<file path="config.mk">
export PLATFORM = sky130hd
export DESIGN_NAME = base64_codec_custom_alphabet_unit
export DESIGN_NICKNAME = d
export VERILOG_FILES = /design/src/design/b64cc_pkg.sv /design/src/design/b64cc_front.sv /design/src/design/b64cc_gfifo.sv /design/src/design/b64cc_back.sv /design/src/design/base64_codec_custom_alphabet_unit.sv
export SDC_FILE = /design/constraint.sdc
export NUM_CORES = 1
export LEC_CHECK = 0
export ABC_AREA = 1
export BUFFER_PORTS_ARGS = -buffer_cell sky130_fd_sc_hd__buf_2
export CORE_ASPECT_RATIO = 0.9
export CORE_MARGIN = 5
export CORE_UTILIZATION = 45
export CTS_BUF_LIST = sky130_fd_sc_hd__clkbuf_8
export DETAILED_ROUTE_END_ITERATION = 16
export GPL_TIMING_DRIVEN = 0
export PLACE_DENSITY_LB_ADDON = 0.1
export SETUP_SLACK_MARGIN = 0.5
export SLEW_MARGIN = 20
export SYNTH_ARGS = -nofsm -noshare
export SYNTH_HDL_FRONTEND = slang
export SYNTH_SLANG_ARGS = --single-unit
</file>
<file path="constraint.sdc">
create_clock -name clk_i -period 7 [get_ports clk_i]
set_input_delay 1.4 -clock clk_i [delete_from_list [all_inputs] [get_ports clk_i]]
set_output_delay 1.4 -clock clk_i [all_outputs]
set_load 0.02 [all_outputs]
</file>
<file path="src/design/b64cc_pkg.sv">
// Shared types, constants and symbol mapping functions for the base64 codec.
// No dependencies; used by every module of the codec.
package b64cc_pkg;

  localparam int unsigned GQ_DEPTH = 2;

  localparam logic [7:0] PadChar   = 8'h3D;  // '='
  localparam logic [7:0] ChLowG    = 8'h67;  // 'g'
  localparam logic [7:0] ChLowZ    = 8'h7A;  // 'z'
  localparam logic [7:0] ChLowA    = 8'h61;  // 'a'
  localparam logic [7:0] ChLowF    = 8'h66;  // 'f'
  localparam logic [7:0] ChUpA     = 8'h41;  // 'A'
  localparam logic [7:0] ChUpZ     = 8'h5A;  // 'Z'
  localparam logic [7:0] ChZero    = 8'h30;  // '0'
  localparam logic [7:0] ChNine    = 8'h39;  // '9'
  localparam logic [7:0] ChPlus    = 8'h2B;  // '+'
  localparam logic [7:0] ChSlash   = 8'h2F;  // '/'

  localparam logic DirEncode = 1'b0;
  localparam logic DirDecode = 1'b1;

  // One completed group handed from front to back.
  typedef struct packed {
    logic [23:0] bits;
    logic        dir;    // DirEncode / DirDecode
    logic [1:0]  held;   // encode: bytes in group, 1..3
    logic        last;
  } grp_t;

  function automatic logic [7:0] alphabet(input logic [5:0] v);
    logic [7:0] v8;
    logic [7:0] ch;
    v8 = {2'b00, v};
    if (v8 inside {[8'd0:8'd19]}) begin
      ch = v8 + ChLowG;
    end else if (v8 inside {[8'd20:8'd29]}) begin
      ch = v8 - 8'd20 + ChZero;
    end else if (v8 == 8'd30) begin
      ch = ChPlus;
    end else if (v8 == 8'd31) begin
      ch = ChSlash;
    end else if (v8 inside {[8'd32:8'd57]}) begin
      ch = v8 - 8'd32 + ChUpA;
    end else begin
      ch = v8 - 8'd58 + ChLowA;
    end
    return ch;
  endfunction

  function automatic logic [5:0] symbol_value(input logic [7:0] ch);
    logic [7:0] v;
    if (ch inside {[ChLowG:ChLowZ]}) begin
      v = ch - ChLowG;
    end else if (ch inside {[ChZero:ChNine]}) begin
      v = ch - ChZero + 8'd20;
    end else if (ch == ChPlus) begin
      v = 8'd30;
    end else if (ch == ChSlash) begin
      v = 8'd31;
    end else if (ch inside {[ChUpA:ChUpZ]}) begin
      v = ch - ChUpA + 8'd32;
    end else if (ch inside {[ChLowA:ChLowF]}) begin
      v = ch - ChLowA + 8'd58;
    end else begin
      v = 8'd0;
    end
    return v[5:0];
  endfunction

endpackage

</file>
<file path="src/design/b64cc_front.sv">
// Front end: direction register, input accept and group assembly.
// Pushes one b64cc_pkg::grp_t per completed group into the group queue.
module b64cc_front (
  input  logic              clk_i,
  input  logic              rst_ni,
  input  logic              cfg_valid_i,
  input  logic              cfg_direction_i,
  input  logic              push_i,
  input  logic [7:0]        data_byte_i,
  input  logic              last_item_i,
  input  logic              gq_full_i,
  output logic              full_o,
  output logic              gq_push_o,
  output b64cc_pkg::grp_t   gq_wdata_o
);

  logic        dir_q;
  logic [23:0] bits_q, bits_d;
  logic [1:0]  count_q, count_d;
  logic [1:0]  held;
  logic        accept;
  logic        complete;
  logic [5:0]  sym;

  assign full_o = gq_full_i;
  assign accept = push_i & ~gq_full_i;
  assign sym    = b64cc_pkg::symbol_value(data_byte_i);

  always_comb begin
    held     = count_q;
    bits_d   = bits_q;
    complete = 1'b0;
    if (dir_q == b64cc_pkg::DirEncode) begin
      if (held == 2'd3) held = 2'd2;
      case (held)
        2'd0:    bits_d = bits_q | {data_byte_i, 16'h0000};
        2'd1:    bits_d = bits_q | {8'h00, data_byte_i, 8'h00};
        default: bits_d = bits_q | {16'h0000, data_byte_i};
      endcase
      complete = (held == 2'd2) | last_item_i;
    end else begin
      case (held)
        2'd0:    bits_d = bits_q | {sym, 18'h00000};
        2'd1:    bits_d = bits_q | {6'h00, sym, 12'h000};
        2'd2:    bits_d = bits_q | {12'h000, sym, 6'h00};
        default: bits_d = bits_q | {18'h00000, sym};
      endcase
      complete = (held == 2'd3) | last_item_i;
    end
    count_d = complete ? 2'd0 : held + 2'd1;
  end

  assign gq_push_o       = accept & complete;
  assign gq_wdata_o.bits = bits_d;
  assign gq_wdata_o.dir  = dir_q;
  assign gq_wdata_o.held = held + 2'd1;
  assign gq_wdata_o.last = last_item_i;

  always_ff @(posedge clk_i or negedge rst_ni) begin
    if (!rst_ni) begin
      dir_q   <= b64cc_pkg::DirEncode;
      bits_q  <= 24'h000000;
      count_q <= 2'd0;
    end else if (cfg_valid_i) begin
      // direction write drops any partial group
      dir_q   <= cfg_direction_i;
      bits_q  <= 24'h000000;
      count_q <= 2'd0;
    end else if (accept) begin
      bits_q  <= complete ? 24'h000000 : bits_d;
      count_q <= count_d;
    end
  end

endmodule

</file>
<file path="src/design/b64cc_gfifo.sv">
// Short queue of completed groups between front and back end.
// Depends on b64cc_pkg::grp_t.
module b64cc_gfifo #(
  parameter int unsigned Depth = b64cc_pkg::GQ_DEPTH
) (
  input  logic              clk_i,
  input  logic              rst_ni,
  input  logic              push_i,
  input  b64cc_pkg::grp_t   wdata_i,
  input  logic              pop_i,
  output b64cc_pkg::grp_t   rdata_o,
  output logic              full_o,
  output logic              empty_o
);

  localparam int unsigned PtrW = (Depth > 1) ? $clog2(Depth) : 1;
  localparam int unsigned CntW = $clog2(Depth + 1);

  b64cc_pkg::grp_t mem_q [Depth];
  logic [PtrW-1:0] wr_ptr_q, rd_ptr_q;
  logic [CntW-1:0] cnt_q;
  logic            do_push, do_pop;

  assign full_o  = (cnt_q == CntW'(Depth));
  assign empty_o = (cnt_q == '0);
  assign do_push = push_i & ~full_o;
  assign do_pop  = pop_i & ~empty_o;
  assign rdata_o = mem_q[rd_ptr_q];

  function automatic logic [PtrW-1:0] inc_ptr(input logic [PtrW-1:0] p);
    return (p == PtrW'(Depth - 1)) ? '0 : p + 1'b1;
  endfunction

  always_ff @(posedge clk_i) begin
    if (do_push) mem_q[wr_ptr_q] <= wdata_i;
  end

  always_ff @(posedge clk_i or negedge rst_ni) begin
    if (!rst_ni) begin
      wr_ptr_q <= '0;
      rd_ptr_q <= '0;
      cnt_q    <= '0;
    end else begin
      if (do_push) wr_ptr_q <= inc_ptr(wr_ptr_q);
      if (do_pop)  rd_ptr_q <= inc_ptr(rd_ptr_q);
      if (do_push & ~do_pop)      cnt_q <= cnt_q + 1'b1;
      else if (do_pop & ~do_push) cnt_q <= cnt_q - 1'b1;
    end
  end

endmodule

</file>
<file path="src/design/b64cc_back.sv">
// Back end: serializes the queue head into beats through a registered
// output slot, one per cycle unless stalled. Depends on b64cc_pkg.
module b64cc_back (
  input  logic              clk_i,
  input  logic              rst_ni,
  input  b64cc_pkg::grp_t   grp_i,
  input  logic              gq_empty_i,
  output logic              gq_pop_o,
  input  logic              pop,
  output logic              empty,
  output logic [7:0]        out_byte_o,
  output logic              last_out_o
);

  logic [1:0] beat_q;
  logic       ov_q;
  logic [7:0] ob_q;
  logic       ol_q;
  logic       take;
  logic       fin;
  logic [5:0] sextet;
  logic [7:0] beat_byte;

  assign take = ~gq_empty_i & (~ov_q | pop);

  always_comb begin
    sextet    = grp_i.bits[23:18];
    beat_byte = grp_i.bits[23:16];
    if (grp_i.dir == b64cc_pkg::DirEncode) begin
      fin = (beat_q == 2'd3);
      case (beat_q)
        2'd0:    sextet = grp_i.bits[23:18];
        2'd1:    sextet = grp_i.bits[17:12];
        2'd2:    sextet = grp_i.bits[11:6];
        default: sextet = grp_i.bits[5:0];
      endcase
      beat_byte = (beat_q > grp_i.held) ? b64cc_pkg::PadChar
                                        : b64cc_pkg::alphabet(sextet);
    end else begin
      fin = (beat_q == 2'd2);
      case (beat_q)
        2'd0:    beat_byte = grp_i.bits[23:16];
        2'd1:    beat_byte = grp_i.bits[15:8];
        default: beat_byte = grp_i.bits[7:0];
      endcase
    end
  end

  assign gq_pop_o   = take & fin;
  assign empty      = ~ov_q;
  assign out_byte_o = ob_q;
  assign last_out_o = ol_q;

  always_ff @(posedge clk_i) begin
    if (take) begin
      ob_q <= beat_byte;
      ol_q <= fin & grp_i.last;
    end
  end

  always_ff @(posedge clk_i or negedge rst_ni) begin
    if (!rst_ni) begin
      beat_q <= 2'd0;
      ov_q   <= 1'b0;
    end else begin
      if (take) beat_q <= fin ? 2'd0 : beat_q + 2'd1;
      if (take)     ov_q <= 1'b1;
      else if (pop) ov_q <= 1'b0;
    end
  end

endmodule

</file>
<file path="src/design/base64_codec_custom_alphabet_unit.sv">
// Streaming base64 codec, permuted alphabet, encode or decode per direction.
// The item that completes a group enters the group queue, then its first
// result is registered into the output slot; results leave at one beat per
// cycle while popped. Throughput is set by the back end, 4 beats per 3 bytes
// encoding and 3 beats per 4 chars decoding; the group queue absorbs bursts.
// Reset (rst_ni low, async): direction encode, partial group and queues empty.
module base64_codec_custom_alphabet_unit #(
  parameter int unsigned GqDepth = b64cc_pkg::GQ_DEPTH
) (
  input  logic       clk_i,
  input  logic       rst_ni,
  input  logic       cfg_valid_i,
  output logic       cfg_ready_o,
  input  logic       cfg_direction_i,
  input  logic       push,
  output logic       full,
  input  logic [7:0] data_byte_i,
  input  logic       last_item_i,
  output logic       empty,
  input  logic       pop,
  output logic [7:0] out_byte_o,
  output logic       last_out_o
);

  b64cc_pkg::grp_t gq_wdata, gq_rdata;
  logic            gq_push, gq_pop, gq_full, gq_empty;

  assign cfg_ready_o = 1'b1;

  b64cc_front u_front (
    .clk_i           (clk_i),
    .rst_ni          (rst_ni),
    .cfg_valid_i     (cfg_valid_i),
    .cfg_direction_i (cfg_direction_i),
    .push_i          (push),
    .data_byte_i     (data_byte_i),
    .last_item_i     (last_item_i),
    .gq_full_i       (gq_full),
    .full_o          (full),
    .gq_push_o       (gq_push),
    .gq_wdata_o      (gq_wdata)
  );

  b64cc_gfifo #(
    .Depth (GqDepth)
  ) u_gfifo (
    .clk_i   (clk_i),
    .rst_ni  (rst_ni),
    .push_i  (gq_push),
    .wdata_i (gq_wdata),
    .pop_i   (gq_pop),
    .rdata_o (gq_rdata),
    .full_o  (gq_full),
    .empty_o (gq_empty)
  );

  b64cc_back u_back (
    .clk_i      (clk_i),
    .rst_ni     (rst_ni),
    .grp_i      (gq_rdata),
    .gq_empty_i (gq_empty),
    .gq_pop_o   (gq_pop),
    .pop        (pop),
    .empty      (empty),
    .out_byte_o (out_byte_o),
    .last_out_o (last_out_o)
  );

endmodule
</file>
== Word-level counts from Yosys, hierarchy flattened ==
Memories as Yosys holds them, arrays and structs flattened.
Index checks and enable logic that the tools add are counted.
Storage, ports and cells
  bits of input ports: 15
  memories: 1
  RAM bits: 56
  register bits: 43
  word-level logic and storage cells: 136
  output and inout port bits: 12
Memories
  u_gfifo.mem_q: words 2, bits a word 28, read ports 1, clocked after Yosys merged registers in 0, write ports 1, RTL line b64cc_gfifo.sv:19  | b64cc_pkg::grp_t mem_q [Depth];
Operators by class
  equal/unequal tests: 13
  add/subtract/negate cells: 20
  magnitude comparators: 15
  bitwise gates (word level): 24
  reductions and logical operators: 14
  mux-type cells: 39
Operators by type and width (count)
  $mux W24: 4
  $pmux W24 S3: 1
  $mux W8: 7
  $or A24 B24 Y24: 2
  $pmux W24 S2: 1
  $mux W6: 7
  $ge A8 B7 Y1 const B: 3
  $le A8 B7 Y1 const B: 3
  $or A24 B12 Y24: 1
  $or A24 B16 Y24: 1
  $or A24 B18 Y24: 1
  $or A24 B6 Y24: 1
  $or A24 B8 Y24: 1
  $mux W2: 9
  $pmux W6 S3: 1
  $sub A6 B6 Y6 const B: 3
  $add A8 B7 Y8 const B: 2
  $eq A8 B6 Y1 const B: 2
  $pmux W8 S2: 1
  $sub A6 B6 Y7 const B: 2
  $add A6 B6 Y6 const B: 2
  $eq A2 B2 Y1 const B: 6
  $eq A6 B5 Y1 const B: 2
  $le A6 B5 Y1 const B: 2
  other kinds (23): 60

== Depth between registers and ports, before layout ==
Gate-level depths: netlist of the first run.
  word-level depth: 14
  gate-level depth with buffers: 24
  depth with buffers taken out: 22

== Hierarchy ==
A second synthesis of the first run with hierarchy kept.
Unflattened totals
  cells, all modules: 785
  area, all modules: 6231.0 µm²
Modules (own cells, without submodules)
  b64cc_gfifo: sequential area each 1781.7 µm², cells each 178, area each 2278.4 µm², instances 1
  b64cc_front: sequential area each 675.6 µm², cells each 353, area each 2270.9 µm², instances 1
  b64cc_back: sequential area each 345.3 µm², cells each 252, area each 1670.4 µm², instances 1
  base64_codec_custom_alphabet_unit: sequential area each 0.0 µm², cells each 2, area each 11.3 µm², instances 1

== Worst setup path before layout of the first run ==
Ideal clock, no wire load.
  kind: input port to flip-flop
  start: input push
  end: memory u_gfifo.mem_q[1][0] (netlist name) (enable)
  path buffers: 0
  setup time: 0.414 ns
  slack: 3.603 ns
  required time: 6.586 ns
  stages: 4
  arrival: 2.983 ns
  cells stage by stage: o21ai_0 > nor2_1 > inv_1 > nor2_1
Between the ends
  cells in the longest elaborated chain, start to end: 5
RTL lines
  from (decl): RTL line base64_codec_custom_alphabet_unit.sv:15  | input logic push,
  $and A1 B1 Y1: RTL line b64cc_front.sv:26  | assign accept = push_i & ~gq_full_i;
  $and A1 B1 Y1: RTL line b64cc_front.sv:53  | assign gq_push_o = accept & complete;
  $and A1 B1 Y1: RTL line b64cc_gfifo.sv:26  | assign do_push = push_i & ~full_o;
  via u_gfifo.do_push: RTL line b64cc_gfifo.sv:22  | logic do_push, do_pop;
  $mux W1: RTL line b64cc_gfifo.sv:35  | if (do_push) mem_q[wr_ptr_q] <= wdata_i;
  $mux W1 (implied by the code): RTL line b64cc_gfifo.sv:35
  to (decl): RTL line b64cc_gfifo.sv:19
The timed path passes the listed nets, and every way through them passes these cells.

==> impl_summary.txt, run 1 <==
----------------------------------------------------
[Outcome]
  Run status ... finished, final reports clean

[Power]
  Worst VDD drop ... 0.000160 V
  Leakage power of the design ... 3.20 nW
  Total power of the final layout ... 3.02 mW
  Power density over cell area ... 450 nW/um^2

[Synthesis]
  Fraction of synthesized cell area in xor and xnor cells ... 0.0216
  Flops & latches, synth ... 99
  Avg Synthesized Cell Area ... 8.21 sq um
  Cell type contributing the most total cell area after synthesis ... edfxtp_1
  Simple-gate area share of the yosys netlist ... 0.287
  Most area-consuming cells after synthesis ... edfxtp_1 (32%), nand2_1 (14%), dfrtp_1 (14%)
  Fraction of the yosys area taken by sequential cells ... 0.461
  Number of warnings issued by yosys ... 0
  Largest family of logic cells by synthesized area ... simple AND/OR/NAND/NOR gates
  Post-synthesis instance area ... 6080 sq um
  Fraction of the mapped netlist area in compound gates ... 0.103
  Post-Syn Nets ... 779
  Proportion of synthesized area in mux cells ... 0.00165
  Unique masters post-synth ... 47
  Syn Inst Count ... 741
  Fraction of synthesized cell area taken by the top area cell type ... 0.321
  Adder-Cell Fraction of Synth Area ... 0.0473

[Layout]
  Fill cell total of the finished layout ... 1282
  Syn-to-layout area delta ... 10.3%
  Layout cells sized above 1 ... 0.139
  Number of antenna diodes ... 0
  Core utilization of the finished layout ... 0.504
  Net count of the finished layout ... 815

[STA]
  Unrepaired setup endpoints after global routing ... false
  Post-Route Hold Slack ... 0.489 ns
  Clock period minus worst slack ... 3.86 ns
  Sum of negative setup slack ... 0 ns
  Count of endpoints failing setup in the final report ... 0
  Setup slack of the critical path after layout ... 3.14 ns
  Number of max-slew violations in the final report ... 0
  Clk_skew ... between 0.015 and 0.02 ns
  Fin crit share ... 0.551
  Number of hold violations in the final report ... 0
  Slew @ Worst Pin ... 0.971 ns
  Tightest slew margin relative to the limit ... 0.347
  Achievable clock frequency ... 259 MHz

[Setup path]
  Worst reg-to-reg setup slack ... 3.93 ns
  Worst Path Arrival ... 3.97 ns
  Required time at the worst-slack endpoint ... 7.11 ns
  Setup crit end kind ... flip-flop
  R2R Path Start ... u_back.beat_q[1]$_DFFE_PN0P_
  CP startpoint kind ... input pin
  Class of the most critical setup path ... input pin to flip-flop
  Critical Path Fanout Max ... 9
  FF-to-FF End ... u_back.out_byte_o[4]$_DFFE_PP_
  R2r worst-path depth ... 20

[Die]
  Initial cell density of the core ... 0.457
  Die Width ... ~130 um
  Die area ... 15900 sq um
  Y dimension of the die ... 120 um
  Number of placed I/O pins ... 27
  Placeable core region ... 13300 sq um
  Site Rows ... 40

[Route]
  DRC ... 0
  Routed WL per cell ... 16.7 um
  Antenna Nets Post-Route ... 0
  Iteration-0 DRC count of the detailed router ... about 410
  Ratio of routed vias to standard cells ... between 5 and 6
  Vias post-DR ... 5098
  Total detailed-routing wirelength ... 15.9 mm
  Pre-antenna DRT Iters ... 5

[Worst hold path]
  Worst-case hold path end point ... u_front.bits_q[5]$_DFFE_PN0P_
  Depth of the worst hold-timing path ... 2
  HP Start ... u_front.bits_q[5]$_DFFE_PN0P_
  Path category of the worst min-delay check ... flip-flop to flip-flop

[Clock network]
  Hold-fix buffers, CTS ... 0
  # H-tree levels ... 3
  CTS sink cnt ... 99
  Number of buffers on the longest clock path ... 2
  Clock transition at path regs ... around 0.10 ns
  CTS-repair resized insts ... 0
  TritonCTS clock tree ... done
  Total setup buffers inserted after CTS ... 0
  Root Buffer Master ... clkbuf_8
  Worst skew pair latency ... roughly 0.38 ns
  Number of buffers added by the clock tree synthesis step ... 9

[Global route]
  Residual overflow from global routing ... 0
  Via count of the first global-routing pass ... 4816
  Pin count of the biggest net entering global routing ... 35
  Global-route wire length before repair ... 26.0 mm
  Initial antenna violation count ... 0
  Total track usage ... 0.207

[Run]
  Max capacitance violation total ... 0

[Placed design]
  HPWL after DPL ... 12.2 mm
  Number of buffers inserted by port buffering ... 23
  Gp weighted congestion ... 0.895
  Pre-CTS WS ... 2.79 ns

----------------------------------------------------
## flip-flops by register name (all words and copies together) (netlist names)
name / cells
u_gfifo.wr_ptr_q: 1
u_gfifo.rd_ptr_q: 1
u_gfifo.mem_q: 56
u_back.out_byte_o: 8
u_front.bits_q: 24
u_back.beat_q: 2
u_back.ov_q: 1
u_front.count_q: 2
u_gfifo.cnt_q: 2
u_back.last_out_o: 1
u_front.dir_q: 1
## worst max-delay path, cell delays in order
cell	delay, ns
buf_2	0.10
clkbuf_1	0.41
inv_1	0.17
ha_1	0.26
o21ai_0	0.18
nand2_1	0.08
nand2_2	0.13
inv_1	0.05
nor2_1	0.27
inv_1	0.09
o21ai_1	0.17
nand2_1	0.07
o21ai_1	0.07
nand2_1	0.18
a21oi_1	0.18
nand2_1	0.13
## cells in the mapped netlist (all sizes together)
master and instances:
a21boi 2, a21oi 29, a22o 4, a22oi 1, a311oi 2, a31oi 5, a32o 1, and2 1
buf 12, clkbuf 7, clkinv 1, conb 1, dfrtp 34, edfxtp 65, ha 23, inv 93
mux2i 1, nand2 249, nand3 78, nand3b 5, nand4 3, nor2 44, nor3 8, o2111ai 1
o211ai 5, o21ai 42, o21bai 1, o221ai 1, o22ai 4, o2bb2ai 1, or2 2, xnor2 1
xor2 14
## where the power goes
| part | total, mW | internal (mW) | leakage [nW] | switching (mW) |
|---|---|---|---|---|
| clock | 0.424 | 0.209 | 0.111 | 0.215 |
| sequential | 0.795 | 0.759 | 1.07 | 0.0360 |
| combinational | 1.80 | 0.578 | 2.02 | 1.22 |
| total | 3.02 | 1.55 | 3.20 | 1.47 |
## metal layers
| metal | GRT usage | up-vias | wire length (um) | share of wire |
|---|---|---|---|---|
| met1 | 0.292 | 2426 | 7620 | 0.48 |
| li1 | - | 2507 | - | - |
| met5 | 0 | - | 0 | 0 |
| met2 | 0.320 | 137 | 7080 | 0.45 |
| met4 | 0.0773 | 0 | 421 | 0.027 |
| met3 | 0.0362 | 28 | 743 | 0.047 |
## layout by cell type, fill, tap and decap left out, drive strengths merged, types with 2 or more instances in the layout
master and n:
or2 2, inv 96, a21oi 29, a311oi 2
xor2 14, o21ai 42, nand4 3, a21boi 2
o211ai 5, clkinvlp 2, nand3b 5, a31oi 5
o22ai 4, ha 23, edfxtp 65, nor3 8
nor2 44, a22o 4, nand3 78, bufinv 2
buf 37, clkbuf 16, dfrtp 34, nand2 249
## how the worst max path moves through the flow
| stage | start | to | slack [ns] | depth (start not counted) |
|---|---|---|---|---|
| after floorplan | push | u_gfifo.mem_q[1][0]$_DFFE_PP_ | 3.60 | 4 |
| after global placement | push | u_gfifo.mem_q[1][5]$_DFFE_PP_ | 2.50 | 5 |
| after detailed placement | data_byte_i[1] | u_gfifo.mem_q[0][7]$_DFFE_PP_ | 2.79 | 16 |
| after CTS | data_byte_i[1] | u_gfifo.mem_q[1][7]$_DFFE_PP_ | 3.21 | 16 |
| after global routing | data_byte_i[1] | u_front.bits_q[3]$_DFFE_PN0P_ | 2.85 | 18 |
| final | data_byte_i[1] | u_gfifo.mem_q[1][7]$_DFFE_PP_ | 3.14 | 16 |
## final cells by class
class | count | area [sq um] | area share
clock buffer | 9 | 124 | 0.0185
buffer | 19 | 119 | 0.0177
timing repair buffer | 25 | 170 | 0.0254
multi-input combinational | 529 | 2820 | 0.421
clock inverter | 7 | 109 | 0.0162
sequential | 99 | 2800 | 0.418
tap | 168 | 210 | 0.0313
inverter | 94 | 353 | 0.0526
## cell families (layout without fill, tap and decap cells)
group | after synthesis | in the layout
fa+ha+maj | 23 | 23
compound gates | 99 | 99
buf+inv | 113 | 154
mux | 1 | 1
other cells | 1 | 1
xor+xnor | 15 | 15
flops | 99 | 99
simple gates | 390 | 390
## stage by stage
stage | cells | instance area (sq um)
after global placement | 932 | 6410
after CTS | 950 | 6710
after global routing | 950 | 6710
after detailed placement | 934 | 6480
final | 950 | 6710
after floorplan | 741 | 6080
(Power assumes the default switching activity.)
==> inputs of run 2 (changes only) <==
--- a/config.mk
+++ b/config.mk
@@ -5,7 +5,7 @@
 export SDC_FILE = /design/constraint.sdc
 export NUM_CORES = 1
 export LEC_CHECK = 0
-export ABC_AREA = 1
+export ABC_AREA = 0
 export BUFFER_PORTS_ARGS = -buffer_cell sky130_fd_sc_hd__buf_2
 export CORE_ASPECT_RATIO = 0.9
 export CORE_MARGIN = 5
==> constraint.sdc (replaced) <==
create_clock -name clk_i -period 3.1 [get_ports clk_i]
set_input_delay 0.62 -clock clk_i [delete_from_list [all_inputs] [get_ports clk_i]]
set_output_delay 0.62 -clock clk_i [all_outputs]
set_load 0.02 [all_outputs]
==> run 2 against run 1 <==
Effect of this change: the run now ends with setup timing left; synthesized cell count decreased by 23%; sequential cell count did not move; hold slack got worse by 0.18 ns; clock-buffer cell count stayed put; largest power group unchanged; highest routed layer unchanged; power increased to 2.5 times the previous value; sequential share of layout area is 2.2 points lower; sequential power grew 130%; routed wire length up 2.4%; area after synthesis is 3.1% lower; cell area rose by 5.6%; combinational power increased to 2.8 times the previous value; register-to-register slack worse by 4.0 ns.
==> impl_summary.txt, run 2 <==
----------------------------------------------------
[Placed design]
  HPWL after DPL ... 11.8 mm (-3.0%)
  Gp weighted congestion ... 0.937 (+4.6%)
  Number of buffers inserted by port buffering ... 25 (+8.7%)
  Placed cells ... 758 (-19%)

[Layout]
  Cell Count, Final, Fillers Out ... 801 (-16%)
  Largest register by flop count ... u_gfifo.mem_q
  Commonest non-fill, non-tap cell in the layout ... edfxtp_1
  Fill cell total of the finished layout ... 1115 (-13%)
  Number of antenna diodes ... 0 (unchanged)
  Most used cells in the layout excluding fill and tap cells ... edfxtp_1 (65), nand2_1 (45), nor2_1 (39), dfrtp_1 (33), a21oi_1 (30)
  Core utilization of the finished layout ... 0.554 (+0.0501)
  Net count of the finished layout ... 670 (-18%)
  Max reg flops ... 56 (unchanged)
  Layout cells sized above 1 ... 0.287 (+0.148)
  Syn-to-layout area delta ... 20.2%

[Clock network]
  CTS sink cnt ... 99 (unchanged)
  Clock transition at path regs ... 0.09 ns (about the same)
  Number of buffers on the longest clock path ... 2 (unchanged)
  # H-tree levels ... 3 (unchanged)
  Number of buffers added by the clock tree synthesis step ... 9 (unchanged)
  Worst skew pair latency ... 0.39 ns (about the same)
  Hold-fix buffers, CTS ... 0 (unchanged)
  Root Buffer Master ... clkbuf_8
  TritonCTS clock tree ... done

[Die]
  Placeable core region ... 12800 sq um (-4.0%)
  Die Width ... 131 um (-1.5%)
  Number of placed I/O pins ... 27 (unchanged)
  Die area ... 15500 sq um (-2.9%)
  Site Rows ... 39 (-2.5%)
  Initial cell density of the core ... 0.461 (+0.00399)
  Y dimension of the die ... 119 um (-1.4%)

[Route]
  Antenna Nets Post-Route ... 0 (unchanged)
  Ratio of routed vias to standard cells ... 6.08 (+13%)
  Iteration-0 DRC count of the detailed router ... 623 (+51%)
  Pre-antenna DRT Iters ... 5 (unchanged)
  Total detailed-routing wirelength ... 16.3 mm (+2.4%)
  Routed WL per cell ... 20.3 um (+22%)
  Vias post-DR ... 4871 (-4.5%)
  DRC ... 0 (unchanged)

[Setup path]
  Required time at the worst-slack endpoint ... 3.24 ns (-3.87 ns)
  R2r worst-path depth ... 14 (-30%)
  Max incr delay on CP ... 0.46 ns (+0.05 ns)
  R2R Path Start ... u_gfifo.rd_ptr_q$_DFFE_PN0P_
  Buffers & Inverters on Critical Path ... 5 (unchanged)
  Worst Path Arrival ... 3.31 ns (-0.66 ns)
  Worst path cell trace ... buf_8, buf_12, buf_12, mux2_4, a222oi_1, buf_4, o21ai_4, ha_4, or2_4, buf_8, nor3_4, a21boi_2, nand3b_1, a31o_1
  FF-to-FF End ... u_back.out_byte_o[1]$_DFFE_PP_
  Class of the most critical setup path ... flip-flop to flip-flop
  Library cell contributing the largest single delay on the critical path ... dfrtp_2
  Worst reg-to-reg setup slack ... -0.07 ns (-4.00 ns)
  CP startpoint kind ... flip-flop
  Critical Path Fanout Max ... 7 (-2)
  Worst path top cell family by delay ... buffers and inverters
  Setup crit end kind ... flip-flop

[Synthesis]
  List of most frequent post-synthesis cells ... edfxtp_1 (65), nand2_1 (47), nor2_1 (39), a21oi_1 (38), o21ai_0 (36)
  Post-synthesis instance area ... 5890 sq um (-3.1%)
  Cell type contributing the most total cell area after synthesis ... edfxtp_1
  Flops & latches, synth ... 99 (unchanged)
  Proportion of synthesized area in mux cells ... 0.0671 (+0.0655)
  Simple-gate area share of the yosys netlist ... 0.135 (-0.152)
  Fraction of synthesized cell area in xor and xnor cells ... 0.0223 (+0.000698)
  Fraction of the mapped netlist area in compound gates ... 0.206 (+0.102)
  Fraction of synthesized cell area taken by the top area cell type ... 0.331 (+0.0104)
  Fraction of the yosys area taken by sequential cells ... 0.476 (+0.0149)
  EDFF count, synth ... 65 (unchanged)
  Most area-consuming cells after synthesis ... edfxtp_1 (33%), dfrtp_1 (14%), ha_1 (4.9%)
  Unique masters post-synth ... 70 (+49%)
  Top flip-flop cell by instance count after synthesis ... edfxtp_1
  Number of warnings issued by yosys ... 0 (unchanged)
  Post-Syn Nets ... 606 (-22%)
  Largest family of logic cells by synthesized area ... compound AO/OA/AOI/OAI gates
  Avg Synthesized Cell Area ... 10.4 sq um (+26%)
  Syn Inst Count ... 568 (-23%)
  Most common cell in the netlist ... edfxtp_1
  Ys async rst share ... 0.343 (unchanged)
  Adder-Cell Fraction of Synth Area ... 0.0489 (+0.00153)

[Run]
  Max capacitance violation total ... 0 (unchanged)

[STA]
  Number of max-slew violations in the final report ... 0 (unchanged)
  Clk_skew ... 0.0108 ns (-0.00427 ns)
  Slew @ Worst Pin ... 0.831 ns (-0.140 ns)
  Sum of negative setup slack ... -0.241 ns (-0.241 ns)
  Count of endpoints failing setup in the final report ... 5 (+5)
  Unrepaired setup endpoints after global routing ... true
  Clock period minus worst slack ... 3.17 ns
  Number of hold violations in the final report ... 0 (unchanged)
  Achievable clock frequency ... 315 MHz
  Tightest slew margin relative to the limit ... 0.430 (+0.0826)
  Setup slack of the critical path after layout ... -0.0738 ns (-3.22 ns)
  Fin crit share ... 1.02

[Global route]
  Via count of the first global-routing pass ... 4436 (-7.9%)
  Residual overflow from global routing ... 0 (unchanged)
  Global-route wire length before repair ... 25.3 mm (-2.7%)
  Total track usage ... 0.212 (+0.00550)
  Pin count of the biggest net entering global routing ... 35 (unchanged)
  Initial antenna violation count ... 0 (unchanged)

[Power]
  Worst VDD drop ... 0.000605 V (+280%)
  Power density over cell area ... 1090 nW/um^2 (+140%)
  Leakage power of the design ... 2.78 nW (-13%)
  Total power of the final layout ... 7.69 mW (+150%)

[Outcome]
  Violated checks ... setup timing
  Run status ... finished, violations left

[Worst hold path]
  Path category of the worst min-delay check ... input pin to async pin

----------------------------------------------------
-- run 2: how the worst max path moves through the flow --
stage,end,start,cells after the start
5_1_grt,u_back.out_byte_o[3]$_DFFE_PP_,u_gfifo.rd_ptr_q$_DFFE_PN0P_,13
6_report,u_back.out_byte_o[1]$_DFFE_PP_,u_gfifo.rd_ptr_q$_DFFE_PN0P_,14
2_1_floorplan,u_back.out_byte_o[2]$_DFFE_PP_,u_gfifo.rd_ptr_q$_DFFE_PN0P_,13
4_1_cts,u_back.out_byte_o[2]$_DFFE_PP_,u_gfifo.rd_ptr_q$_DFFE_PN0P_,14
3_3_place_gp,u_back.out_byte_o[1]$_DFFE_PP_,u_gfifo.rd_ptr_q$_DFFE_PN0P_,13
3_5_place_dp,u_back.out_byte_o[1]$_DFFE_PP_,u_back.beat_q[0]$_DFFE_PN0P_,13
-- run 2: worst register-to-register path, cell delays in order (launching register included) --
cell      delay [ns]
dfrtp_2         0.46
buf_8           0.16
buf_12          0.14
buf_12          0.13
mux2_4          0.30
a222oi_1        0.22
buf_4           0.19
o21ai_4         0.08
ha_4            0.18
or2_4           0.23
buf_8           0.14
nor3_4          0.19
a21boi_2        0.13
nand3b_1        0.18
a31o_1          0.22
-- run 2: where the power goes --
| group | internal (mW) | total (mW) | switching (mW) | leakage, nW |
|---|---|---|---|---|
| clock network | 0.460 | 0.930 | 0.470 | 0.110 |
| logic | 2.12 | 4.95 | 2.82 | 1.60 |
| registers | 1.71 | 1.82 | 0.102 | 1.06 |
| total | 4.30 | 7.69 | 3.39 | 2.78 |
-- run 2: timing repair --
item	in CTS	in global routing
setup endpoints to repair	63	63
gates resized for setup	53	32
setup buffers	17	10
pin swaps	17	13
gates cloned	0	0
-- run 2: logic make-up after synthesis --
logic type                 count (synthesis)
buffers and inverters                     52
AOI/OAI and AO/OA                        178
xor gates and xnor gates                  15
other                                      1
and+or+nand+nor                          164
adders and majority gates                 23
muxes                                     36
DFF                                       99
-- run 2: metal layers --
layer,GRT usage,vias to the layer above,routed length (um)
li1,-,2266,-
met1,0.323,2380,7550
met2,0.300,203,7160
met3,0.0595,22,1290
met4,0.0476,0,250
met5,0,-,0
-- run 2: through the flow --
| step | hold WS (ns) | instance area (sq um) | setup WS [ns] |
|---|---|---|---|
| 6_report | 0.311 | 7080 | -0.0738 |
| 5_1_grt | 0.356 | 7080 | -0.222 |
| 4_1_cts | 0.321 | 6890 | -0.0974 |
| 3_5_place_dp | 0.465 | 6320 | -0.691 |
| 3_3_place_gp | 0.457 | 6290 | -0.710 |
| 2_1_floorplan | 0.324 | 5960 | -0.0416 |
-- run 2: cell type report --
| type | count | area [sq um] | share of cell area |
|---|---|---|---|
| Buffer | 27 | 214 | 0.0302 |
| Clock buffer | 9 | 124 | 0.0175 |
| Clock inverter | 7 | 98.8 | 0.0140 |
| Inverter | 25 | 96.3 | 0.0136 |
| Multi-Input combinational cell | 417 | 3190 | 0.451 |
| Sequential cell | 99 | 2800 | 0.396 |
| Tap cell | 164 | 205 | 0.0290 |
| Timing Repair Buffer | 53 | 347 | 0.0489 |
